## config.mk

```make
export PLATFORM = sky130hd
export DESIGN_NAME = hysteresis_range_quantizer
export DESIGN_NICKNAME = d
export VERILOG_FILES = /design/src/hdl/hrq_pkg.sv /design/src/hdl/hrq_classify.sv /design/src/hdl/hrq_queue.sv /design/src/hdl/hrq_resolve.sv /design/src/hdl/hysteresis_range_quantizer.sv
export SDC_FILE = /design/constraint.sdc
export NUM_CORES = 1
export LEC_CHECK = 0
export BUFFER_PORTS_ARGS = -buffer_cell sky130_fd_sc_hd__buf_4
export CORE_MARGIN = 1.5
export CORE_UTILIZATION = 64
export CTS_BUF_LIST = sky130_fd_sc_hd__clkbuf_4 sky130_fd_sc_hd__clkbuf_8
export DETAILED_ROUTE_END_ITERATION = 8
export GPL_ROUTABILITY_DRIVEN = 0
export PLACE_DENSITY = 0.87
export SLEW_MARGIN = 20
export SYNTH_ARGS = -nofsm -noshare
export SYNTH_HDL_FRONTEND = slang
export SYNTH_HIERARCHICAL = 1
export SYNTH_SLANG_ARGS = --single-unit
```

## constraint.sdc

```tcl
create_clock -name clk -period 7.8 [get_ports clk]
set_input_delay 2.34 -clock clk [delete_from_list [all_inputs] [get_ports clk]]
set_output_delay 2.34 -clock clk [all_outputs]
set_load 0.02 [all_outputs]
```

## src/hdl/hrq_pkg.sv

```systemverilog
// hrq_pkg: shared constants, types and the threshold search function
// for the hysteresis range quantizer. No dependencies.
package hrq_pkg;

	localparam int SAMPLE_W        = 16;
	localparam int THR_W           = 16;
	localparam int IDX_W           = 3;
	localparam int NUM_SLOTS       = 8;
	localparam int HALF_W          = 64;
	localparam int CFG_W           = 64;
	localparam int CFG_IDX_W       = 3;
	localparam int COUNT_W         = 4;
	localparam int TABLE_W         = THR_W * NUM_SLOTS;
	localparam int QUEUE_DEPTH     = 2;
	localparam int DEF_MAX_RANGES  = 8;
	localparam int DEF_SAMPLE_BITS = 16;
	localparam logic [COUNT_W-1:0] RANGE_COUNT_RESET = COUNT_W'(8);

	typedef enum logic [CFG_IDX_W-1:0] {
		REG_RANGE_COUNT = 3'd0,
		REG_UP_LO       = 3'd1,
		REG_UP_HI       = 3'd2,
		REG_DN_LO       = 3'd3,
		REG_DN_HI       = 3'd4
	} cfg_reg_t;

	typedef struct packed {
		logic [IDX_W-1:0] rising;
		logic [IDX_W-1:0] falling;
	} cand_t;

	typedef struct packed {
		logic full;
		logic empty;
	} queue_status_t;

	// first slot in 1..n-1 with x below its threshold, minus one; else n-1
	function automatic logic [IDX_W-1:0] find_cand(
		input logic signed [THR_W-1:0] x,
		input logic [TABLE_W-1:0]      tbl,
		input logic [COUNT_W-1:0]      n
	);
		logic [IDX_W-1:0] c;
		logic             found;
		found = 1'b0;
		c = IDX_W'(n - COUNT_W'(1));
		for (int i = 1; i < NUM_SLOTS; i++) begin
			if (!found && (COUNT_W'(i) < n) && (x < $signed(tbl[THR_W*i +: THR_W]))) begin
				c = IDX_W'(i - 1);
				found = 1'b1;
			end
		end
		return c;
	endfunction

endpackage

```

## src/hdl/hrq_classify.sv

```systemverilog
// hrq_classify: configuration registers and the front end that compares
// each sample against both threshold tables. Depends on hrq_pkg.
module hrq_classify import hrq_pkg::*; #(
	parameter int MAX_RANGES  = DEF_MAX_RANGES,
	parameter int SAMPLE_BITS = DEF_SAMPLE_BITS
) (
	input  logic                       clk,
	input  logic                       arst_n,
	input  logic                       cfg_write,
	input  logic [CFG_IDX_W-1:0]       cfg_index,
	input  logic [CFG_W-1:0]           cfg_data,
	input  logic signed [SAMPLE_W-1:0] sample,
	output cand_t                      cand
);

	localparam int SHIFT = SAMPLE_W - SAMPLE_BITS;

	logic [COUNT_W-1:0]      range_count_q;
	logic [HALF_W-1:0]       up_lo_q, up_hi_q, dn_lo_q, dn_hi_q;
	logic [COUNT_W-1:0]      n_eff;
	logic signed [THR_W-1:0] x;

	always_ff @(posedge clk or negedge arst_n) begin
		if (!arst_n) begin
			range_count_q <= RANGE_COUNT_RESET;
			up_lo_q <= '0;
			up_hi_q <= '0;
			dn_lo_q <= '0;
			dn_hi_q <= '0;
		end else if (cfg_write) begin
			unique case (cfg_index)
				REG_RANGE_COUNT: range_count_q <= cfg_data[COUNT_W-1:0];
				REG_UP_LO:       up_lo_q <= cfg_data;
				REG_UP_HI:       up_hi_q <= cfg_data;
				REG_DN_LO:       dn_lo_q <= cfg_data;
				REG_DN_HI:       dn_hi_q <= cfg_data;
				default: ;
			endcase
		end
	end

	always_comb begin
		priority if (range_count_q == '0) begin
			n_eff = COUNT_W'(1);
		end else if (range_count_q > COUNT_W'(MAX_RANGES)) begin
			n_eff = COUNT_W'(MAX_RANGES);
		end else begin
			n_eff = range_count_q;
		end
	end

	// sign extend from the configured sample width
	assign x = $signed(sample << SHIFT) >>> SHIFT;

	assign cand.rising  = find_cand(x, {up_hi_q, up_lo_q}, n_eff);
	assign cand.falling = find_cand(x, {dn_hi_q, dn_lo_q}, n_eff);

endmodule

```

## src/hdl/hrq_queue.sv

```systemverilog
// hrq_queue: short queue of candidate pairs between the front end and
// the hysteresis stage. Depends on hrq_pkg.
module hrq_queue import hrq_pkg::*; (
	input  logic          clk,
	input  logic          arst_n,
	input  logic          push,
	input  cand_t         wr_data,
	input  logic          pop,
	output cand_t         rd_data,
	output queue_status_t status
);

	localparam int PTR_W = (QUEUE_DEPTH > 1) ? $clog2(QUEUE_DEPTH) : 1;
	localparam int CNT_W = $clog2(QUEUE_DEPTH + 1);

	cand_t             mem_q [QUEUE_DEPTH];
	logic [PTR_W-1:0]  wr_ptr_q, rd_ptr_q;
	logic [CNT_W-1:0]  count_q;

	always_ff @(posedge clk) begin
		if (push) begin
			mem_q[wr_ptr_q] <= wr_data;
		end
	end

	always_ff @(posedge clk or negedge arst_n) begin
		if (!arst_n) begin
			wr_ptr_q <= '0;
			rd_ptr_q <= '0;
			count_q  <= '0;
		end else begin
			if (push) begin
				wr_ptr_q <= (wr_ptr_q == PTR_W'(QUEUE_DEPTH - 1)) ? '0 : wr_ptr_q + PTR_W'(1);
			end
			if (pop) begin
				rd_ptr_q <= (rd_ptr_q == PTR_W'(QUEUE_DEPTH - 1)) ? '0 : rd_ptr_q + PTR_W'(1);
			end
			if (push && !pop) begin
				count_q <= count_q + CNT_W'(1);
			end else if (pop && !push) begin
				count_q <= count_q - CNT_W'(1);
			end
		end
	end

	assign rd_data      = mem_q[rd_ptr_q];
	assign status.full  = (count_q == CNT_W'(QUEUE_DEPTH));
	assign status.empty = (count_q == '0);

	a_count_bound: assert property (@(posedge clk) disable iff (!arst_n)
		count_q <= CNT_W'(QUEUE_DEPTH)) else $error("queue count overflow");
	a_no_push_full: assert property (@(posedge clk) disable iff (!arst_n)
		!(push && status.full)) else $error("push into full queue");
	a_no_pop_empty: assert property (@(posedge clk) disable iff (!arst_n)
		!(pop && status.empty)) else $error("pop from empty queue");
	a_count_inc: assert property (@(posedge clk) disable iff (!arst_n)
		(push && !pop) |=> (count_q == $past(count_q) + CNT_W'(1)))
		else $error("queue count did not advance");

endmodule

```

## src/hdl/hrq_resolve.sv

```systemverilog
// hrq_resolve: back end that applies hysteresis to the kept range index
// and holds the output register. Depends on hrq_pkg.
module hrq_resolve import hrq_pkg::*; (
	input  logic             clk,
	input  logic             arst_n,
	input  cand_t            head,
	input  queue_status_t    status,
	output logic             pop,
	output logic             out_valid,
	input  logic             out_stall,
	output logic [IDX_W-1:0] range_index,
	output logic [IDX_W-1:0] rising_candidate,
	output logic [IDX_W-1:0] falling_candidate
);

	logic             out_valid_q;
	logic [IDX_W-1:0] current_range_q;
	logic [IDX_W-1:0] next_range;
	logic [IDX_W-1:0] lowered;
	logic [IDX_W-1:0] range_index_q, rising_q, falling_q;

	assign pop = !status.empty && (!out_valid_q || !out_stall);

	always_comb begin
		lowered = (head.falling < current_range_q) ? head.falling : current_range_q;
		if (head.rising == head.falling) begin
			next_range = head.rising;
		end else begin
			next_range = (head.rising > lowered) ? head.rising : lowered;
		end
	end

	always_ff @(posedge clk or negedge arst_n) begin
		if (!arst_n) begin
			out_valid_q     <= 1'b0;
			current_range_q <= '0;
		end else begin
			if (pop) begin
				out_valid_q     <= 1'b1;
				current_range_q <= next_range;
			end else if (!out_stall) begin
				out_valid_q <= 1'b0;
			end
		end
	end

	always_ff @(posedge clk) begin
		if (pop) begin
			range_index_q <= next_range;
			rising_q      <= head.rising;
			falling_q     <= head.falling;
		end
	end

	assign out_valid         = out_valid_q;
	assign range_index       = range_index_q;
	assign rising_candidate  = rising_q;
	assign falling_candidate = falling_q;

	a_pop_shows: assert property (@(posedge clk) disable iff (!arst_n)
		pop |=> out_valid_q) else $error("popped item not presented");
	a_kept_matches: assert property (@(posedge clk) disable iff (!arst_n)
		pop |=> (range_index_q == current_range_q)) else $error("kept index mismatch");
	a_agree: assert property (@(posedge clk) disable iff (!arst_n)
		(pop && head.rising == head.falling) |=> (current_range_q == $past(head.rising)))
		else $error("agreeing candidates not taken");

endmodule

```

## src/hdl/hysteresis_range_quantizer.sv

```systemverilog
// An accepted sample is compared and its candidates queued; when popped,
// hysteresis is applied into the output register. The two-entry queue
// absorbs output stalls. Throughput: one item per cycle unless in_stall.
// Reset: asynchronous, active low; kept index 0, range count 8, thresholds 0.
// Depends on hrq_pkg, hrq_classify, hrq_queue, hrq_resolve.
module hysteresis_range_quantizer import hrq_pkg::*; #(
	parameter int MAX_RANGES  = DEF_MAX_RANGES,
	parameter int SAMPLE_BITS = DEF_SAMPLE_BITS
) (
	input  logic                       clk,
	input  logic                       arst_n,
	input  logic                       cfg_write,
	input  logic [CFG_IDX_W-1:0]       cfg_index,
	input  logic [CFG_W-1:0]           cfg_data,
	input  logic                       in_valid,
	output logic                       in_stall,
	input  logic signed [SAMPLE_W-1:0] sample,
	output logic                       out_valid,
	input  logic                       out_stall,
	output logic [IDX_W-1:0]           range_index,
	output logic [IDX_W-1:0]           rising_candidate,
	output logic [IDX_W-1:0]           falling_candidate
);

	cand_t         cand, head;
	queue_status_t status;
	logic          push, pop;

	assign in_stall = status.full;
	assign push     = in_valid && !status.full;

	hrq_classify #(
		.MAX_RANGES (MAX_RANGES),
		.SAMPLE_BITS(SAMPLE_BITS)
	) u_classify (
		.clk      (clk),
		.arst_n   (arst_n),
		.cfg_write(cfg_write),
		.cfg_index(cfg_index),
		.cfg_data (cfg_data),
		.sample   (sample),
		.cand     (cand)
	);

	hrq_queue u_queue (
		.clk    (clk),
		.arst_n (arst_n),
		.push   (push),
		.wr_data(cand),
		.pop    (pop),
		.rd_data(head),
		.status (status)
	);

	hrq_resolve u_resolve (
		.clk              (clk),
		.arst_n           (arst_n),
		.head             (head),
		.status           (status),
		.pop              (pop),
		.out_valid        (out_valid),
		.out_stall        (out_stall),
		.range_index      (range_index),
		.rising_candidate (rising_candidate),
		.falling_candidate(falling_candidate)
	);

endmodule
```

## Word-level counts from Yosys, hierarchy flattened

Memories as Yosys holds them, arrays and structs flattened.
Cells that the tools add are included.

- Multiplexer cells: 39
- Add/sub/neg operators: 5
- Reduce and logical (&&, ||, !) cells: 58
- Order comparisons: 24
- Equal/unequal tests: 7

Operators by type and width:

| cell | number |
|---|---|
| $lt 16x16->1 | 14 |
| $mux 3 | 17 |
| $logic_and 1x1->1 | 30 |
| $logic_not 1->1 | 18 |
| $mux 1 | 18 |
| $lt 3x4->1 const A | 4 |
| $reduce_and 2->1 | 5 |
| $lt 2x4->1 const A | 2 |
| $mux 4 | 2 |
| $eq 3x2->1 const B | 2 |
| $gt 4x4->1 const B | 1 |
| $logic_not 4->1 | 1 |
| $lt 1x4->1 const A | 1 |
| $mux 2 | 2 |
| $eq 3x1->1 const B | 1 |
| $eq 3x3->1 | 1 |
| $eq 3x3->1 const B | 1 |
| $gt 3x3->1 | 1 |
| $logic_not 3->1 | 1 |
| $lt 3x3->1 | 1 |
| $sub 3x1->3 const B | 1 |
| $add 1x1->1 const B | 2 |
| $add 2x1->2 const B | 1 |
| $eq 2x2->1 const B | 1 |
| other kinds (5) | 5 |

- Register bits: 277
- Memories: 1
- Memory bits (writable): 12
- Logic and storage cells: 147

Memories:

| memory | words | bits a word | read ports | clocked after memory_dff | write ports | line | RTL |
|---|---|---|---|---|---|---|---|
| u_queue.mem_q | 2 | 6 | 1 | 0 | 1 | hrq_queue.sv:16 | `cand_t mem_q [QUEUE_DEPTH];` |

## Logic depth before layout (Yosys ltp)

- Depth in word-level cells: 30
- Mapped depth: 13

## Cells and area by module

Netlist, hierarchy kept.

By module, submodules not included:

| module | instances | seq. area each (sq um) | cells each | area each (sq um) |
|---|---|---|---|---|
| hrq_classify | 1 | 5,706.7 | 1,474 | 13,741.9 |
| hrq_resolve | 1 | 370.4 | 61 | 747.0 |
| hrq_queue | 1 | 460.4 | 35 | 621.8 |
| hysteresis_range_quantizer | 1 | 0.0 | 1 | 13.8 |

## Least setup slack after synthesis

OpenSTA, ideal clock, no wires.

- Path kind: input-to-reg
- Start point: in sample[13]
- End point: mem u_queue/mem_q[0][3] (netlist name), data pin
- Required time: 7,541 ps
- Data arrival time: 3,966 ps
- Buffers on the path: 0
- Setup slack: 3,574 ps
- Stages: 9
- Cells stage by stage: ha_1 > a21o_1 > a2111oi_0 > o21ai_0 > a211oi_1 > nor3_1 > nand2_1 > a32oi_1 > a2bb2oi_1

RTL lines:

| what | line | RTL |
|---|---|---|
| from (decl) | hysteresis_range_quantizer.sv:17 | `input logic signed [SAMPLE_W-1:0] sample,` |
| to (decl) | hrq_queue.sv:16 |  |

==> impl_metrics.tcl <==
set metrics [dict create \
    ant_nets 0 \
    synth_cells 1571 \
    path_buf_inv 1 \
    status "completed" \
    grt.total_usage 0.326 \
    rows 56 \
    syn-num-nets 1879 \
    crit_arrival_ns 4.70 \
    power.density_mw_per_mm2 279 \
    final-max-slew-violation-count 0 \
    power_mw 4.76 \
    crit_family "compound AO/OA/AOI/OAI gates" \
    p_leak_nw 8.30 \
    fin_crit_ns 4.40 \
    maxCapViolCount 0 \
    port_buffers 98 \
    final_nets 1987 \
    ys_ff_latch 257 \
    cts.htree.levels 2 \
    clk_path_buf_depth 3 \
    place_inst 1953 \
    yosys_most_used_dff "dfrtp_1" \
    irDropWorstVdd_mv 0.191 \
    path_clk_slew_ns 0.06 \
    diodes 0 \
    cts.sinks 257 \
    synth_edf_count 21 \
    grt_pass1_wl_mm 61.8 \
    final_hold_viol_count 0 \
    dr.pass1.iters 6 \
    use_met3 0.0521 \
    hpwl_mm 26.6 \
    met1_usage 0.417 \
    vias 12097 \
    worstSetupPathType "in -> reg" \
    die-area_mm2 0.0246 \
    synth-async-reset-ratio 0.918 \
    antenna_found_initial 0 \
    cts_buffers 43 \
    vias_per_cell 5.96 \
    fin_cells 2030 \
    max_freq_ghz 0.227 \
    fin_tns_setup_ns 0 \
    synth_area_per_cell_um2 9.63 \
    tritoncts "done" \
    synth_warnings 6 \
    clk_latency_ns 0.56 \
    wirelength_mm 38.8 \
    ys_seq_area_frac 0.432 \
    start_util 0.648 \
    gr-usage-met2 0.536 \
    grt_pass1_vias 12283 \
    core-area_mm2 0.0233 \
    grt_max_degree 97 \
    setup_viol 0 \
    synth_area_mm2 0.0151 \
    slew_headroom 0.334 \
    die_y_um 157 \
    drc 0 \
    wire_per_inst_um 19.1 \
    overflow 0 \
    slowest_delay_ns 0.47 \
    cp-end-kind "flip-flop" \
    rsz0062_at_grt "no" \
    cp_cell_sequence "buf_4 -> ha_1 -> nand3_1 -> a2111oi_0 -> nor2_1 -> a31oi_1 -> mux2i_1 -> nand2_1 -> a311oi_1" \
    final_util 0.733 \
    initialDrtViolationCount 956 \
    startpoint_type "primary input" \
    syn2layout_area_growth_pct 13.0 \
    worstPathRequired_ns 8.09 \
    min_period_over_period 0.565 \
    setup_ws_ns 3.40 \
    dp_slack_ns 2.94 \
    crit_fanout 14 \
    hold_class "reg -> reg" \
    ios 99 \
    busiest_layer "met2" \
    ctsRootBufferMaster "clkbuf_8" \
    ys_types 76 \
    worstMarginPinSlew_ns 0.998 \
    cp_slowest_cell "a311oi_1" \
    post_cts_buffers 0 \
    fin_skew_ns 0.0177 \
    holdBufCountCts 0 \
    ctsResizeCount 0 \
    die_x_um 157 \
    drive_above_1_share 0.163 \
]
## cells in the mapped netlist (all sizes together) (3+ instances only)
cell type  instances  area [um^2]
o21ai            214         1070
nand2b            12         75.1
buf                5         31.3
nor2              38          148
nand4             19          119
and2b              3         23.8
nand3             15         75.1
dfrtp            235         5880
nor2b             12         85.1
clkbuf            39          146
mux2              72          818
a21o              23          174
o211ai             9         67.6
a211o              5         45.0
a21boi             4         30.0
nor3              20          100
nor3b              3         22.5
nand2            204          766
o22ai              5         31.3
xor2               6         52.6
ha               220         2750
a2111oi            7         67.6
o21a              10         75.1
a31oi              8         56.3
a211oi            11         87.6
a21oi             65          340
o2111ai            4         35.0
edfxtp            21          631
nand3b             3         22.5
inv              236          886
mux2i              4         40.0
a221oi             4         47.6
## cell families after synthesis
family / Yosys count / share of synthesized area
AND/OR/NAND/NOR: 344 / 0.103
flip-flops: 257 / 0.432
adder cells (fa/ha/maj): 220 / 0.182
buffers and inverters: 280 / 0.0703
multiplexers: 76 / 0.0568
XOR/XNOR: 8 / 0.00463
AO/OA/AOI/OAI: 386 / 0.151
## state kept, by name (all words and copies together), names as in the netlist, 3 cells and up
signal / cells
u_classify/dn_hi_q: 64
u_classify/up_hi_q: 64
u_classify/dn_lo_q: 48
u_classify/up_lo_q: 48
u_queue/mem_q: 12
u_classify/range_count_q: 4
u_resolve/current_range_q: 3
u_resolve/falling_candidate: 3
u_resolve/range_index: 3
u_resolve/rising_candidate: 3
## area by class of cell
class	count	area, um^2
fillers	1561	6240
inverters	236	886
clock buffers	73	892
repair buffers	107	811
clock inverters	4	20.0
well taps	319	399
multi-input cells	1034	7550
flip-flops and latches	257	6540
## worst register-to-register path, delay by kind of cell, from the launching register on
kind	cells	cell delay (ns)
AO/OA/AOI/OAI	5	0.89
multiplexers	3	1.02
flip-flops	1	0.51
adder cells (fa/ha/maj)	2	0.62
AND/OR/NAND/NOR	2	0.25
## metal layers
layer | wire, um | vias to the layer above
li1 | - | 5609
met1 | 15800 | 5794
met2 | 18200 | 564
met3 | 3000 | 130
met4 | 1860 | 0
met5 | 0 | -
## metrics by stage
stage | hold slack (ns) | cell area (um^2)
4_1_cts | 0.487 | 17100
2_1_floorplan | 0.455 | 15100
6_report | 0.489 | 17100
5_1_grt | 0.501 | 17100
3_5_place_dp | 0.474 | 16200
3_3_place_gp | 0.471 | 16200
## report_power, final
| part | switching [mW] | leakage (nW) | total [mW] | internal [mW] |
|---|---|---|---|---|
| logic | 0.971 | 4.75 | 1.69 | 0.717 |
| clock network | 0.537 | 0.494 | 1.25 | 0.716 |
| registers | 0.122 | 3.06 | 1.82 | 1.70 |
| total | 1.63 | 8.30 | 4.76 | 3.13 |
## final timing paths
path / startpoint / end / slack (ns) / cells after the start
min in group asynchronous: arst_n / u_classify/up_lo_q[62] / 1.82 / 1
worst max register to register: u_queue/rd_ptr_q / u_resolve/current_range_q[2] / 4.39 / 12
worst min register to register: u_queue/count_q[1] / u_queue/count_q[1] / 0.49 / 1
worst min-delay path: u_queue/count_q[1] / u_queue/count_q[1] / 0.49 / 1
worst max-delay path: sample[12] / u_queue/mem_q[0][4] / 3.40 / 9
max in group asynchronous: arst_n / u_classify/up_hi_q[16] / 4.52 / 2
## layout by cell type, fill, tap and decap left out, types with 3 or more instances in the layout
cell type    n
clkbuf_8    55
a21boi_0     4
nand2b_1    12
buf_4      106
mux2_2      70
a21oi_1     63
inv_1      236
o22ai_1      5
nand2_1    204
a211oi_1    10
o21ai_0    213
nor3b_1      3
o2111ai_1    4
nand3_1     14
a31oi_1      7
ha_1       220
o21a_1      10
xor2_1       6
edfxtp_1    21
clkbuf_4    18
nor3_1      19
nor2b_1     10
dfrtp_1    235
nand4_1     19
a2111oi_0    6
a211o_1      4
o211ai_1     9
clkinv_2     4
mux2i_1      4
nand3b_1     3
a21o_1      22
nor2_1      34
(Power assumes the default switching activity.)
